File: src/hw/rtl/hsv_pkg.sv
// ----------------------------------------------------------------------------
// hsv_pkg
// Shared widths, reciprocal constants and sector codes for the HSV to RGB565
// converter.
// ----------------------------------------------------------------------------
package hsv_pkg;

  // fixed field widths
  localparam int HUE_W  = 15;
  localparam int BYTE_W = 8;
  localparam int PIX_W  = 16;

  // default hue fraction bits (1/64 degree)
  localparam int HUE_FRAC_BITS_DEF = 6;

  // degrees per sector
  localparam int DEG_PER_SECTOR = 60;

  // divide by 60: q ~ (n * RECIP_60) >> RECIP_SHIFT, low by at most one
  localparam int RECIP_60    = 1092;
  localparam int RECIP_W     = 11;
  localparam int RECIP_SHIFT = 16;

  // sector codes, anything above the last one places like magenta to red
  localparam int SECT_RED_YELLOW    = 0;
  localparam int SECT_YELLOW_GREEN  = 1;
  localparam int SECT_GREEN_CYAN    = 2;
  localparam int SECT_CYAN_BLUE     = 3;
  localparam int SECT_BLUE_MAGENTA  = 4;

  // rgb565 field masks
  localparam logic [BYTE_W-1:0] RED_MASK   = 8'hF8;
  localparam logic [BYTE_W-1:0] GREEN_MASK = 8'hFC;

endpackage

File: src/hw/rtl/hsv_to_rgb565_converter.sv
// ----------------------------------------------------------------------------
// hsv_to_rgb565_converter
// Five-stage pipelined HSV to RGB888 / RGB565 pixel converter.
// ----------------------------------------------------------------------------
// Converts one pixel per clock unless a result waits at the output: a beat
// accepted on in_* passes through five register stages to out_*, the first
// one loaded by the edge that takes it in. A new beat is taken in every cycle
// that the output side takes one (or the output register is empty). The
// pipeline stalls as a whole when out_ready is low and a result is waiting.
// Each stage holds about one multiplier or one add and compare: stage 1 forms
// v*s and a reciprocal estimate of the sector, stage 2 finishes c = v*s/255
// and corrects the sector and the in-sector offset f, stage 3 forms c*f (or
// c*(W-f)), stage 4 estimates its division by W through a reciprocal, stage 5
// corrects it, places c and x on the channels, adds m and packs RGB565. Hue is
// not wrapped: sectors past the sixth use the placement of the sixth.
module hsv_to_rgb565_converter #(
  parameter int HUE_FRACTION_BITS = hsv_pkg::HUE_FRAC_BITS_DEF
) (
  input  logic                       clk,
  input  logic                       rst_n,
  input  logic                       in_valid,
  output logic                       in_ready,
  input  logic [hsv_pkg::HUE_W-1:0]  in_hue,
  input  logic [hsv_pkg::BYTE_W-1:0] in_saturation,
  input  logic [hsv_pkg::BYTE_W-1:0] in_brightness,
  output logic                       out_valid,
  input  logic                       out_ready,
  output logic [hsv_pkg::BYTE_W-1:0] out_red,
  output logic [hsv_pkg::BYTE_W-1:0] out_green,
  output logic [hsv_pkg::BYTE_W-1:0] out_blue,
  output logic [hsv_pkg::PIX_W-1:0]  out_packed_565
);

  localparam int HW        = hsv_pkg::HUE_W;
  localparam int BW        = hsv_pkg::BYTE_W;
  localparam int SECTOR_W  = hsv_pkg::DEG_PER_SECTOR << HUE_FRACTION_BITS;
  localparam int HUE_MAX   = (1 << HW) - 1;
  localparam int SECT_MAX  = HUE_MAX / SECTOR_W;
  localparam int SW        = $clog2(SECT_MAX + 1);
  localparam int FW        = $clog2(SECTOR_W);
  localparam int HIW       = HW - HUE_FRACTION_BITS;
  localparam int PW        = BW + FW;
  localparam int NW        = PW - HUE_FRACTION_BITS;
  localparam int RW        = hsv_pkg::RECIP_W;
  localparam int RS        = hsv_pkg::RECIP_SHIFT;

  localparam logic [RW-1:0] RECIP    = RW'(hsv_pkg::RECIP_60);
  localparam logic [HW:0]   SECT_W_H = (HW + 1)'(SECTOR_W);
  localparam logic [FW:0]   SECT_W_F = (FW + 1)'(SECTOR_W);
  localparam logic [NW-1:0] DEG_N    = NW'(hsv_pkg::DEG_PER_SECTOR);

  // global advance: the whole pipe moves unless a result is held
  logic adv;
  assign adv      = !out_valid || out_ready;
  assign in_ready = adv;

  // --------------------------------------------------------------------------
  // stage 1: v*s and sector estimate
  // --------------------------------------------------------------------------
  logic              v1_r;
  logic [HW-1:0]     hue1_r;
  logic [BW-1:0]     val1_r;
  logic [2*BW-1:0]   vs1_r;
  logic [SW-1:0]     qh1_r;
  logic [HIW+RW-1:0] qh_prod;

  assign qh_prod = (HIW + RW)'(in_hue[HW-1:HUE_FRACTION_BITS]) * (HIW + RW)'(RECIP);

  always_ff @(posedge clk) begin
    if (!rst_n) begin
      v1_r <= 1'b0;
    end else if (adv) begin
      v1_r <= in_valid;
    end
  end

  always_ff @(posedge clk) begin
    if (adv) begin
      hue1_r <= in_hue;
      val1_r <= in_brightness;
      vs1_r  <= (2 * BW)'(in_brightness) * (2 * BW)'(in_saturation);
      qh1_r  <= SW'(qh_prod >> RS);
    end
  end

  // --------------------------------------------------------------------------
  // stage 2: c = v*s/255, sector and offset correction
  // --------------------------------------------------------------------------
  logic            v2_r;
  logic [BW-1:0]   c2_r;
  logic [BW-1:0]   val2_r;
  logic [SW-1:0]   sect2_r;
  logic [FW-1:0]   f2_r;
  logic [2*BW:0]   div255_sum;
  logic [HW:0]     hue_base;
  logic [HW:0]     hue_rem;
  logic            sect_low;

  // exact x/255 for any 8x8 product
  assign div255_sum = (2 * BW + 1)'(vs1_r) + (2 * BW + 1)'(vs1_r >> BW) + (2 * BW + 1)'(1);
  assign hue_base   = (HW + 1)'(qh1_r) * SECT_W_H;
  assign hue_rem    = (HW + 1)'(hue1_r) - hue_base;
  assign sect_low   = hue_rem >= SECT_W_H;

  always_ff @(posedge clk) begin
    if (!rst_n) begin
      v2_r <= 1'b0;
    end else if (adv) begin
      v2_r <= v1_r;
    end
  end

  always_ff @(posedge clk) begin
    if (adv) begin
      c2_r    <= div255_sum[2*BW-1:BW];
      val2_r  <= val1_r;
      sect2_r <= sect_low ? qh1_r + SW'(1) : qh1_r;
      f2_r    <= sect_low ? FW'(hue_rem - SECT_W_H) : FW'(hue_rem);
    end
  end

  // --------------------------------------------------------------------------
  // stage 3: c*f in even sectors, c*(W-f) in odd ones
  // --------------------------------------------------------------------------
  logic          v3_r;
  logic [PW-1:0] prod3_r;
  logic [BW-1:0] c3_r;
  logic [BW-1:0] val3_r;
  logic [SW-1:0] sect3_r;
  logic [FW-1:0] frac_sel;

  assign frac_sel = sect2_r[0] ? FW'(SECT_W_F - (FW + 1)'(f2_r)) : f2_r;

  always_ff @(posedge clk) begin
    if (!rst_n) begin
      v3_r <= 1'b0;
    end else if (adv) begin
      v3_r <= v2_r;
    end
  end

  always_ff @(posedge clk) begin
    if (adv) begin
      prod3_r <= PW'(c2_r) * PW'(frac_sel);
      c3_r    <= c2_r;
      val3_r  <= val2_r;
      sect3_r <= sect2_r;
    end
  end

  // --------------------------------------------------------------------------
  // stage 4: divide by W, shift then reciprocal estimate of /60
  // --------------------------------------------------------------------------
  logic             v4_r;
  logic [NW-1:0]    n4_r;
  logic [BW-1:0]    qx4_r;
  logic [BW-1:0]    c4_r;
  logic [BW-1:0]    val4_r;
  logic [SW-1:0]    sect4_r;
  logic [NW-1:0]    n_shr;
  logic [NW+RW-1:0] qx_prod;

  assign n_shr   = NW'(prod3_r >> HUE_FRACTION_BITS);
  assign qx_prod = (NW + RW)'(n_shr) * (NW + RW)'(RECIP);

  always_ff @(posedge clk) begin
    if (!rst_n) begin
      v4_r <= 1'b0;
    end else if (adv) begin
      v4_r <= v3_r;
    end
  end

  always_ff @(posedge clk) begin
    if (adv) begin
      n4_r    <= n_shr;
      qx4_r   <= BW'(qx_prod >> RS);
      c4_r    <= c3_r;
      val4_r  <= val3_r;
      sect4_r <= sect3_r;
    end
  end

  // --------------------------------------------------------------------------
  // stage 5: correct x, place channels, add m, pack
  // --------------------------------------------------------------------------
  logic          out_valid_r;
  logic [BW-1:0] red_r;
  logic [BW-1:0] green_r;
  logic [BW-1:0] blue_r;
  logic [BW-1:0] val5_r;
  logic [NW-1:0] x_rem;
  logic [BW-1:0] x_val;
  logic [BW-1:0] m_val;
  logic [BW-1:0] r_pl;
  logic [BW-1:0] g_pl;
  logic [BW-1:0] b_pl;
  logic [BW-1:0] red_nxt;
  logic [BW-1:0] green_nxt;
  logic [BW-1:0] blue_nxt;

  assign x_rem = n4_r - NW'(qx4_r) * DEG_N;
  assign x_val = (x_rem >= DEG_N) ? qx4_r + BW'(1) : qx4_r;
  assign m_val = val4_r - c4_r;

  // sector placement of c and x
  always_comb begin
    case (sect4_r)
      SW'(hsv_pkg::SECT_RED_YELLOW): begin
        r_pl = c4_r;  g_pl = x_val; b_pl = '0;
      end
      SW'(hsv_pkg::SECT_YELLOW_GREEN): begin
        r_pl = x_val; g_pl = c4_r;  b_pl = '0;
      end
      SW'(hsv_pkg::SECT_GREEN_CYAN): begin
        r_pl = '0;    g_pl = c4_r;  b_pl = x_val;
      end
      SW'(hsv_pkg::SECT_CYAN_BLUE): begin
        r_pl = '0;    g_pl = x_val; b_pl = c4_r;
      end
      SW'(hsv_pkg::SECT_BLUE_MAGENTA): begin
        r_pl = x_val; g_pl = '0;    b_pl = c4_r;
      end
      default: begin
        r_pl = c4_r;  g_pl = '0;    b_pl = x_val;
      end
    endcase
  end

  assign red_nxt   = r_pl + m_val;
  assign green_nxt = g_pl + m_val;
  assign blue_nxt  = b_pl + m_val;

  always_ff @(posedge clk) begin
    if (!rst_n) begin
      out_valid_r <= 1'b0;
    end else if (adv) begin
      out_valid_r <= v4_r;
    end
  end

  always_ff @(posedge clk) begin
    if (adv) begin
      red_r   <= red_nxt;
      green_r <= green_nxt;
      blue_r  <= blue_nxt;
      val5_r  <= val4_r;
    end
  end

  // output port drive
  assign out_valid      = out_valid_r;
  assign out_red        = red_r;
  assign out_green      = green_r;
  assign out_blue       = blue_r;
  assign out_packed_565 = {red_r[BW-1:3], green_r[BW-1:2], blue_r[BW-1:3]};

  // --------------------------------------------------------------------------
  // assertions
  // --------------------------------------------------------------------------

  // corrected offset stays inside its sector
  a_f_in_sector: assert property (@(posedge clk) disable iff (!rst_n)
    v2_r |-> ((FW + 1)'(f2_r) < SECT_W_F))
    else $error("hue offset outside sector");

  // secondary component never exceeds chroma
  a_x_le_c: assert property (@(posedge clk) disable iff (!rst_n)
    v4_r |-> (x_val <= c4_r))
    else $error("secondary component above chroma");

  // the strongest channel equals the brightness
  a_max_is_val: assert property (@(posedge clk) disable iff (!rst_n)
    out_valid_r |-> (red_r == val5_r || green_r == val5_r || blue_r == val5_r))
    else $error("no channel equals brightness");

  // no channel exceeds the brightness
  a_le_val: assert property (@(posedge clk) disable iff (!rst_n)
    out_valid_r |-> (red_r <= val5_r && green_r <= val5_r && blue_r <= val5_r))
    else $error("channel above brightness");

  // a held result freezes the whole pipe
  a_stall_hold: assert property (@(posedge clk) disable iff (!rst_n)
    !adv |=> $stable({v1_r, v2_r, v3_r, v4_r, out_valid_r}))
    else $error("pipeline moved during stall");

endmodule

File: config.mk
export PLATFORM = sky130hd
export DESIGN_NAME = hsv_to_rgb565_converter
export DESIGN_NICKNAME = d
export VERILOG_FILES = /design/src/hw/rtl/hsv_pkg.sv /design/src/hw/rtl/hsv_to_rgb565_converter.sv
export SDC_FILE = /design/constraint.sdc
export NUM_CORES = 1
export LEC_CHECK = 0
export ABC_AREA = 0
export BUFFER_PORTS_ARGS = -buffer_cell sky130_fd_sc_hd__buf_2
export CORE_MARGIN = 4
export CORE_UTILIZATION = 40
export DETAILED_ROUTE_END_ITERATION = 8
export PLACE_DENSITY = 0.65
export SYNTH_ARGS = -nofsm -noshare
export SYNTH_HDL_FRONTEND = slang
export SYNTH_SLANG_ARGS = --single-unit
export TNS_END_PERCENT = 10
File: constraint.sdc
create_clock -name clk -period 14.2 [get_ports clk]
set_clock_uncertainty 0.05 [all_clocks]
set_input_delay 1.42 -clock clk [delete_from_list [all_inputs] [get_ports clk]]
set_output_delay 1.42 -clock clk [all_outputs]
set_load 0.005 [all_outputs]
==> results of run 1 <==
per-stage QoR:
step | cells | cell area, µm² | setup slack, ns | hold WS, ns
6_report | 2066 | 17300 | 6.46 | 0.367
5_1_grt | 2066 | 17300 | 5.99 | 0.378
4_1_cts | 2066 | 17300 | 6.52 | 0.369
3_5_place_dp | 2034 | 16700 | 6.55 | 0.355
3_3_place_gp | 2034 | 16700 | 6.80 | 0.353
2_1_floorplan | 1472 | 15900 | 6.31 | 0.350
cells by family (layout without fill, tap and decap cells):
group / after synthesis / after routing / synth area share, %
buffers and inverters: 263 / 339 / 6.65
muxes: 5 / 5 / 0.324
DFF: 178 / 178 / 33.4
adders and majority gates: 356 / 356 / 34.0
and+or+nand+nor: 347 / 347 / 10.8
xor gates and xnor gates: 105 / 105 / 5.80
AOI/OAI and AO/OA: 218 / 218 / 8.97
state kept, by name, summed over array words and instances, names as in the netlist, 8 cells and up:
| name | flops |
|---|---|
| out_green | 8 |
| hue1_r | 15 |
| val3_r | 8 |
| c4_r | 8 |
| out_blue | 8 |
| qx4_r | 8 |
| vs1_r | 16 |
| n4_r | 12 |
| c2_r | 8 |
| val4_r | 8 |
| out_red | 8 |
| prod3_r | 14 |
| c3_r | 8 |
| f2_r | 12 |
| val1_r | 8 |
| val2_r | 8 |
routing by layer:
layer	up-vias	share of wire (%)	global-route usage [%]
met5	-	0	0
met4	0	1.2	3.08
met3	26	3.0	2.19
met2	149	50	24.2
met1	4922	45	17.7
li1	5071	-	-
path summary, 6_finish.rpt:
| path | start | end | slack, ns |
|---|---|---|---|
| worst max-delay path | qx4_r[0] | out_green[7] | 6.46 |
| worst min-delay path | val1_r[7] | val2_r[7] | 0.37 |
| worst max register to register | qx4_r[0] | out_green[7] | 6.46 |
| worst min register to register | val1_r[7] | val2_r[7] | 0.37 |
cells in the final DEF (no fill, tap or decap), types with 22 or more instances in the layout:
| master | count |
|---|---|
| and2_1 | 77 |
| fa_1 | 125 |
| buf_2 | 76 |
| xnor2_1 | 83 |
| o21ai_0 | 51 |
| ha_1 | 231 |
| nor2_1 | 55 |
| nand2_1 | 121 |
| xor2_1 | 22 |
| inv_1 | 228 |
| edfxtp_1 | 173 |
| a21oi_1 | 67 |
area by class of cell:
cell class / count / area, µm²
repair buffers: 78 / 395
inverters: 229 / 860
clock inverters: 15 / 205
multi-input cells: 1031 / 9510
well taps: 518 / 648
flip-flops and latches: 178 / 5300
clock buffers: 17 / 425
fillers: 3600 / 21600
==> summary.txt, run 1 <==
Run status
  • Status: finished clean

GRT
  • Largest net degree at the start of global routing: 83
  • Initial antenna violation count: 0
  • First-pass GRT wire length: 49.7 mm
  • Vias in the first global route: 10,535
  • Gr usage total: 13.7%
  • Remaining global-route overflow: 0

Clocking
  • CTS buffer count: 17
  • Clk root buf: clkbuf_16
  • H-Tree Depth: 4
  • CTS resizes: 0
  • Post-CTS Hold Buffers: 0
  • Longest Clk Path Bufs: 2
  • Clock Latency Late Sink: 0.45 ns
  • Setup bufs post-CTS: 0
  • Clock slew at reported path FFs: 0.08 ns
  • CTS tree: yes
  • Clock Sinks: 178

Worst setup path
  • Critical path depth: 31
  • Required time of the critical path: 14.34 ns
  • CP max stage delay: 0.63 ns
  • Worst Path Arrival: 7.87 ns
  • Critical path's most frequent cell: a21oi_1
  • Buf/Inv on CP: 2
  • Setup CP Type: reg -> reg
  • Top Family by Delay on Critical Path: compound AO/OA/AOI/OAI gates
  • Critical path startpoint category: flop
  • Max FO, Critical Path: 14
  • Slowest-stage cell, CP: fa_1
  • CP endpoint kind: flop
  • R2R depth: 31

Placement
  • DP Wirelength: 22.8 mm
  • PortBufs: 76
  • GP Congestion: 0.860

Synthesis
  • Cells after Synth: 1,472
  • Ys async rst share: 0%
  • Post-synth top cells: ha_1 (231), inv_1 (228), edfxtp_1 (173)
  • Post-synth top area cell: edfxtp_1
  • Post-synth top flop: edfxtp_1
  • Synthesis Warnings: 0
  • Dominant cells by area after synthesis: edfxtp_1 (33%), ha_1 (18%), fa_1 (16%)
  • Most common cell in the synthesized netlist: ha_1
  • Synth unique cells: 68
  • Synthesized flop and latch total: 178
  • Mean Syn Cell Area: 10.8 µm²
  • Seq/Total Area, Yosys: 33.4%
  • Post-Syn Area: 0.0159 mm²
  • Synth top area share: 32.8%
  • Post-synth EDFFs: 173
  • Synthesized Nets: 1,863

Final layout
  • Util after Layout: 44.6%
  • Antenna diodes: 0
  • Layout cells sized above 1: 7.88%
  • Nets: 1,926
  • Layout area overhead: 9.38%

Die
  • Full die area: 0.0429 mm²
  • Initial core utilization: 40.7%
  • Die boundary width: 207 µm
  • Cell row count: 72
  • Die Y: 207 µm
  • # IOs: 77
  • Core area: 0.0389 mm²

STA
  • Final Cycle Share: 54.5%
  • Fmax: 129 MHz
  • Max_slew headroom: 27.7%
  • RSZ-0062 raised after global routing: false
  • Min Tclk post-route: 7.74 ns
  • Tightest Pin Transition: 1.08 ns
  • Count of pins over their slew limit: 0
  • Endpoints failing setup: 0
  • Setup_tns: 0 ns
  • Fin. Hold Viols: 0

Run
  • Max cap viols: 0

Drt
  • Post-route ant nets: 0
  • DRC: 0
  • WL final: 28.4 mm
  • WL/cell: 13.8 µm
  • Total number of vias: 10,168
  • Drt first pass iters: 5
  • Drt via density: 4.92
  • DRT iter0 DRCs: 402

Hold path
  • Hold Path Depth: 0
  • Hold Path Class: reg -> reg
Power of run 1 is left out: the tool's default activity adds up to more than one toggle a clock period on the data nets, which glitch-free logic cannot reach.
==> inputs of run 2 (changes only) <==
ABC_AREA = 1   (was 0)
clock period = 7.62 ns   (was 14.2 ns; I/O delays follow)
==> summary.txt, run 2 <==
GRT
  • Grt peak-use layer: met2
  • First-pass GRT wire length: 53.4 mm (+7.5%)
  • Remaining global-route overflow: 0 (unchanged)
  • Vias in the first global route: 11,492 (+9.1%)
  • Initial antenna violation count: 0 (unchanged)
  • Gr usage total: 14.3% (+0.62 points)
  • Met3 Use GR: 2.26% (+0.064 points)
  • Grt met2 use: 25.4% (+1.2 points)
  • Routing usage on met1: 18.2% (+0.50 points)
  • Largest net degree at the start of global routing: 110 (+33%)

Synthesis
  • Dominant cells by area after synthesis: edfxtp_1 (32%), ha_1 (18%), fa_1 (15%)
  • Post-synth top cells: inv_1 (360), nand2_1 (328), ha_1 (231)
  • Post-Syn Area: 0.0165 mm² (+3.9%)
  • Synthesized Nets: 2,150 (+15%)
  • Mean Syn Cell Area: 9.36 µm² (-13%)
  • Most common cell in the synthesized netlist: inv_1
  • Synth Area in Compound Gates: 6.80% (-2.2 points)
  • Synth Area in XOR/XNOR: 5.21% (-0.60 points)
  • Synth top area share: 31.6% (-1.2 points)
  • Synthesized flop and latch total: 178 (unchanged)
  • Ys async rst share: 0% (unchanged)
  • Synthesis Warnings: 0 (unchanged)
  • Post-synth top flop: edfxtp_1
  • Seq/Total Area, Yosys: 32.2% (-1.2 points)
  • Synth Area in Simple Gates: 13.4% (+2.5 points)
  • Post-synthesis mux area share: 0% (-0.32 points)
  • Post-synth EDFFs: 173 (unchanged)
  • Largest family of logic cells by synthesized area: adder cells
  • Cells after Synth: 1,759 (+19%)
  • Post-synth top area cell: edfxtp_1
  • Post-Synth Adder-Cell Area: 32.8% (-1.3 points)
  • Synth unique cells: 48 (-29%)

Run
  • Max cap viols: 0 (unchanged)

Final layout
  • Antenna diodes: 0 (unchanged)
  • Finished Cell Area: 0.0179 mm² (+3.1%)
  • Layout area overhead: 8.57%
  • Top reg by flops: vs1_r
  • Layout cells sized above 1: 7.34% (-0.54 points)
  • Commonest non-fill, non-tap cell in the layout: inv_1
  • Top flop regs: vs1_r x16, hue1_r x15, prod3_r x14
  • Fillers: 3,936 (+9.3%)
  • Final Non-Filler Cells: 2,358 (+14%)
  • Commonest cells after routing, fill and taps aside: inv_1 (359), nand2_1 (328), ha_1 (231)
  • Util after Layout: 43.9% (-0.68 points)
  • Multi-input logic area: 0.00957 mm² (+0.64%)
  • Nets: 2,205 (+14%)
  • Reg area: 0.00530 mm² (unchanged)
  • Max FFs per register: 16 (unchanged)

Clocking
  • Clock Latency Late Sink: 0.43 ns (-0.02 ns)
  • Clk root buf: clkbuf_16
  • CTS buffer count: 17 (unchanged)
  • Clock Sinks: 178 (unchanged)
  • CTS tree: yes
  • Longest Clk Path Bufs: 2 (unchanged)
  • Clock slew at reported path FFs: 0.07 ns (about the same)
  • Post-CTS Hold Buffers: 0 (unchanged)
  • H-Tree Depth: 4 (unchanged)
  • CTS resizes: 0 (unchanged)
  • Setup bufs post-CTS: 0 (unchanged)

Die
  • Core area: 0.0407 mm² (+4.7%)
  • Initial core utilization: 40.4% (-0.32 points)
  • Die Y: 211 µm (+1.8%)
  • Full die area: 0.0445 mm² (+3.7%)
  • Cell row count: 74 (+2.8%)
  • Die boundary width: 211 µm (+1.8%)
  • # IOs: 77 (unchanged)

STA
  • Endpoints failing setup: 0 (unchanged)
  • Tightest Pin Transition: 0.943 ns (-0.134 ns)
  • RSZ-0062 raised after global routing: false
  • Setup_tns: 0 ns (unchanged)
  • Fin. Hold Viols: 0 (unchanged)
  • Max_slew headroom: 37.1% (+9.5 points)
  • Count of pins over their slew limit: 0 (unchanged)
  • Min Tclk post-route: 6.63 ns (-1.11 ns)
  • Final Cycle Share: 87.0% (+32 points)
  • Fmax: 151 MHz (+17%)

Worst setup path
  • Slowest-stage cell, CP: fa_1
  • Worst Setup SP: qx4_r[0]
  • Max FO, Critical Path: 11 (-3)
  • Critical path startpoint category: flop
  • Worst Path Arrival: 6.77 ns (-1.10 ns)
  • CP endpoint kind: flop
  • R2r startpoint: qx4_r[0]
  • Critical path's most frequent cell: nand2_1
  • Required time of the critical path: 7.77 ns (-6.57 ns)
  • Register-to-register setup slack: 0.99 ns (-5.47 ns)
  • Setup CP Type: reg -> reg
  • CP max stage delay: 0.61 ns (-0.02 ns)

Drt
  • WL final: 31.2 mm (+9.9%)
  • Drt via density: 4.85 (-1.5%)
  • WL/cell: 13.3 µm (-3.7%)
  • Total number of vias: 11,427 (+12%)
  • DRC: 0 (unchanged)
  • DRT iter0 DRCs: 568 (+41%)
  • Drt first pass iters: 5 (unchanged)
  • Post-route ant nets: 0 (unchanged)

Placement
  • PortBufs: 76 (unchanged)
  • DP Area: 0.0173 mm² (+3.5%)
  • DP Wirelength: 26.0 mm (+14%)
  • Placed Cells: 2,327 (+14%)
  • GP Congestion: 0.887 (+3.2%)

Hold path
  • Min-delay src: sect3_r[3]
  • Hold Path Class: reg -> reg

Run status
  • Status: finished clean
[run 2: cell type report]
| cell class | instances | area share (%) |
|---|---|---|
| tap | 532 | 3.72 |
| clock inverter | 14 | 0.875 |
| clock buffer | 17 | 2.38 |
| timing repair buffer | 77 | 2.17 |
| sequential | 178 | 29.6 |
| multi-input combinational | 1176 | 53.6 |
| inverter | 364 | 7.67 |
[run 2: kinds of logic (layout without fill, tap and decap cells)]
logic type      Yosys count  count (layout)
simple gates            528             528
xor+xnor                 97              97
compound gates          195             195
buf+inv                 405             472
fa+ha+maj               356             356
flops                   178             178
[run 2: worst max-delay path: cells and delay by family, from the launching register on]
kind,cells,cell delay (ns)
flip-flops,1,0.55
AO/OA/AOI/OAI,8,1.21
XOR/XNOR,1,0.17
buffers and inverters,3,0.15
adder cells (fa/ha/maj),5,2.12
AND/OR/NAND/NOR,19,2.13
[run 2: stage by stage]
stage / setup slack [ns] / hold WS, ns
after floorplan: 1.73 / 0.350
after global placement: 1.17 / 0.351
after detailed placement: 1.05 / 0.355
after CTS: 1.02 / 0.371
after global routing: 0.339 / 0.374
final: 0.993 / 0.371
[run 2: final timing paths]
| path | to | cells past startpoint |
|---|---|---|
| worst max register to register | out_blue[7] | 36 |
| worst max-delay path | out_blue[7] | 36 |
| worst min-delay path | sect4_r[3] | 0 |
| worst min register to register | sect4_r[3] | 0 |
[run 2: per-layer routing]
| metal | vias up | part of all wire [%] |
|---|---|---|
| met5 | - | 0 |
| met4 | 0 | 1.7 |
| met3 | 46 | 3.7 |
| met2 | 195 | 50 |
| met1 | 5442 | 44 |
| li1 | 5744 | - |
Power of run 2 is left out for the same reason.
==> inputs of run 3 (changes only) <==
ABC_AREA = not set   (was 1)
CAP_MARGIN = 20   (was not set)
CORE_UTILIZATION = 30   (was 40)
PLACE_DENSITY = 0.54   (was 0.65)
==> summary.txt, run 3 (synthesized netlist as in run 1, its figures left out) <==
Final layout
  • Top flop regs: vs1_r x16, hue1_r x15, prod3_r x14
  • Top reg by flops: vs1_r
  • Commonest non-fill, non-tap cell in the layout: ha_1
  • Layout area overhead: 11.0%
  • Commonest cells after routing, fill and taps aside: ha_1 (231), inv_1 (227), edfxtp_1 (173)
  • Layout cells sized above 1: 8.68% (+1.3 points)
  • Antenna diodes: 0 (unchanged)
  • Nets: 1,933 (-12%)
  • Max FFs per register: 16 (unchanged)
  • Fillers: 5,119 (+30%)

STA
  • Max_slew headroom: 18.7% (-18 points)
  • Fin. Hold Viols: 0 (unchanged)
  • Min Tclk post-route: 7.16 ns (+0.532 ns)
  • Tightest Pin Transition: 1.21 ns (+0.268 ns)
  • Final Cycle Share: 94.0% (+7.0 points)
  • Count of pins over their slew limit: 0 (unchanged)
  • Endpoints failing setup: 0 (unchanged)
  • Fmax: 140 MHz (-7.4%)
  • Setup_tns: 0 ns (unchanged)

GRT
  • Gr usage total: 11.0% (-3.3 points)
  • First-pass GRT wire length: 51.2 mm (-4.2%)
  • Vias in the first global route: 10,643 (-7.4%)
  • Remaining global-route overflow: 0 (unchanged)
  • Largest net degree at the start of global routing: 70 (-36%)
  • Initial antenna violation count: 0 (unchanged)

Drt
  • WL final: 30.1 mm (-3.7%)
  • Drt via density: 4.56 (-6.0%)
  • DRC: 0 (unchanged)
  • Total number of vias: 10,182 (-11%)
  • Post-route ant nets: 0 (unchanged)
  • DRT iter0 DRCs: 354 (-38%)
  • WL/cell: 13.5 µm (+1.6%)
  • Drt first pass iters: 4 (-1)

Worst setup path
  • Max FO, Critical Path: 12 (+1)
  • Critical path's most frequent cell: a21oi_1
  • CP endpoint kind: flop
  • CP max stage delay: 0.51 ns (-0.10 ns)
  • Worst Path Arrival: 7.31 ns (+0.54 ns)
  • Setup CP Type: reg -> reg
  • Critical path startpoint category: flop
  • Slowest-stage cell, CP: fa_1
  • Required time of the critical path: 7.78 ns (about the same)

Clocking
  • Longest Clk Path Bufs: 2 (unchanged)
  • Clock Sinks: 178 (unchanged)
  • Clock slew at reported path FFs: 0.07 ns (about the same)
  • Clk root buf: clkbuf_16
  • CTS tree: yes
  • H-Tree Depth: 4 (unchanged)
  • Clock Latency Late Sink: 0.45 ns (+0.02 ns)
  • CTS buffer count: 17 (unchanged)

Placement
  • DP Wirelength: 24.4 mm (-6.0%)
  • PortBufs: 76 (unchanged)
  • GP Congestion: 0.813 (-8.4%)

Die
  • Die boundary width: 238 µm (+13%)
  • Die Y: 238 µm (+13%)
  • Core area: 0.0518 mm² (+27%)
  • Full die area: 0.0566 mm² (+27%)
  • # IOs: 77 (unchanged)
  • Cell row count: 83 (+12%)
  • Initial core utilization: 30.6% (-9.8 points)

Hold path
  • Hold Path Class: reg -> reg

Run status
  • Status: finished clean

Run
  • Max cap viols: 0 (unchanged)
run 3: cell types whose count changed in the layout (fill, tap and decap cells not counted), sizes merged, moves of 11 or more:
cell	before	now
nor2b	0	19
inv	373	237
nor2	102	55
nand3	53	17
nand2	331	121
xnor2	30	83
and2	1	77
a21oi	88	68
o21a	2	15
xor2	67	22
nand2b	0	11
run 3: worst max-delay path: cells and delay by family, from the launching register on:
kind,cells,cell delay [ns]
DFF,1,0.50
and+or+nand+nor,6,1.13
buffers and inverters,3,0.44
xor gates and xnor gates,4,0.63
AOI/OAI and AO/OA,14,2.18
adders and majority gates,5,1.99
run 3: metrics by stage:
step	util [%]	setup WS, ns	instance area (µm²)	instances	hold WS, ns
6_report	34.0	0.461	17600	2235	0.364
5_1_grt	34.0	-0.00964	17600	2235	0.371
4_1_cts	33.8	0.280	17500	2232	0.365
3_5_place_dp	32.7	0.298	16900	2200	0.355
3_3_place_gp	32.7	0.384	16900	2199	0.352
2_1_floorplan	-	0.731	15900	1472	0.350
run 3: cell type report:
type	instances	area, µm²	area share, %
sequential	178	5300	30.1
inverter	229	862	4.90
timing repair buffer	85	444	2.52
multi-input combinational	1031	9560	54.3
tap	680	851	4.83
clock inverter	14	159	0.903
clock buffer	18	429	2.44
run 3: final timing paths:
check / depth (start not counted) / start / to / slack, ns
max: 32 / qx4_r[2] / out_green[7] / 0.46
min: 0 / val3_r[0] / val4_r[0] / 0.36
max reg2reg: 32 / qx4_r[2] / out_green[7] / 0.46
min reg2reg: 0 / val3_r[0] / val4_r[0] / 0.36
run 3: routing by layer:
| metal | track usage [%] | up-vias | wire length [µm] |
|---|---|---|---|
| li1 | - | 5084 | - |
| met1 | 13.5 | 4953 | 13400 |
| met2 | 19.9 | 120 | 15400 |
| met3 | 1.94 | 25 | 834 |
| met4 | 3.13 | 0 | 413 |
| met5 | 0 | - | 0 |
run 3: what timing repair did:
| action | CTS | global route |
|---|---|---|
| hold buffers | 0 | 0 |
| setup buffers | 0 | 3 |
| setup endpoints to repair | 0 | 5 |
| gates resized for setup | 0 | 10 |
Power of run 3 is left out for the same reason.
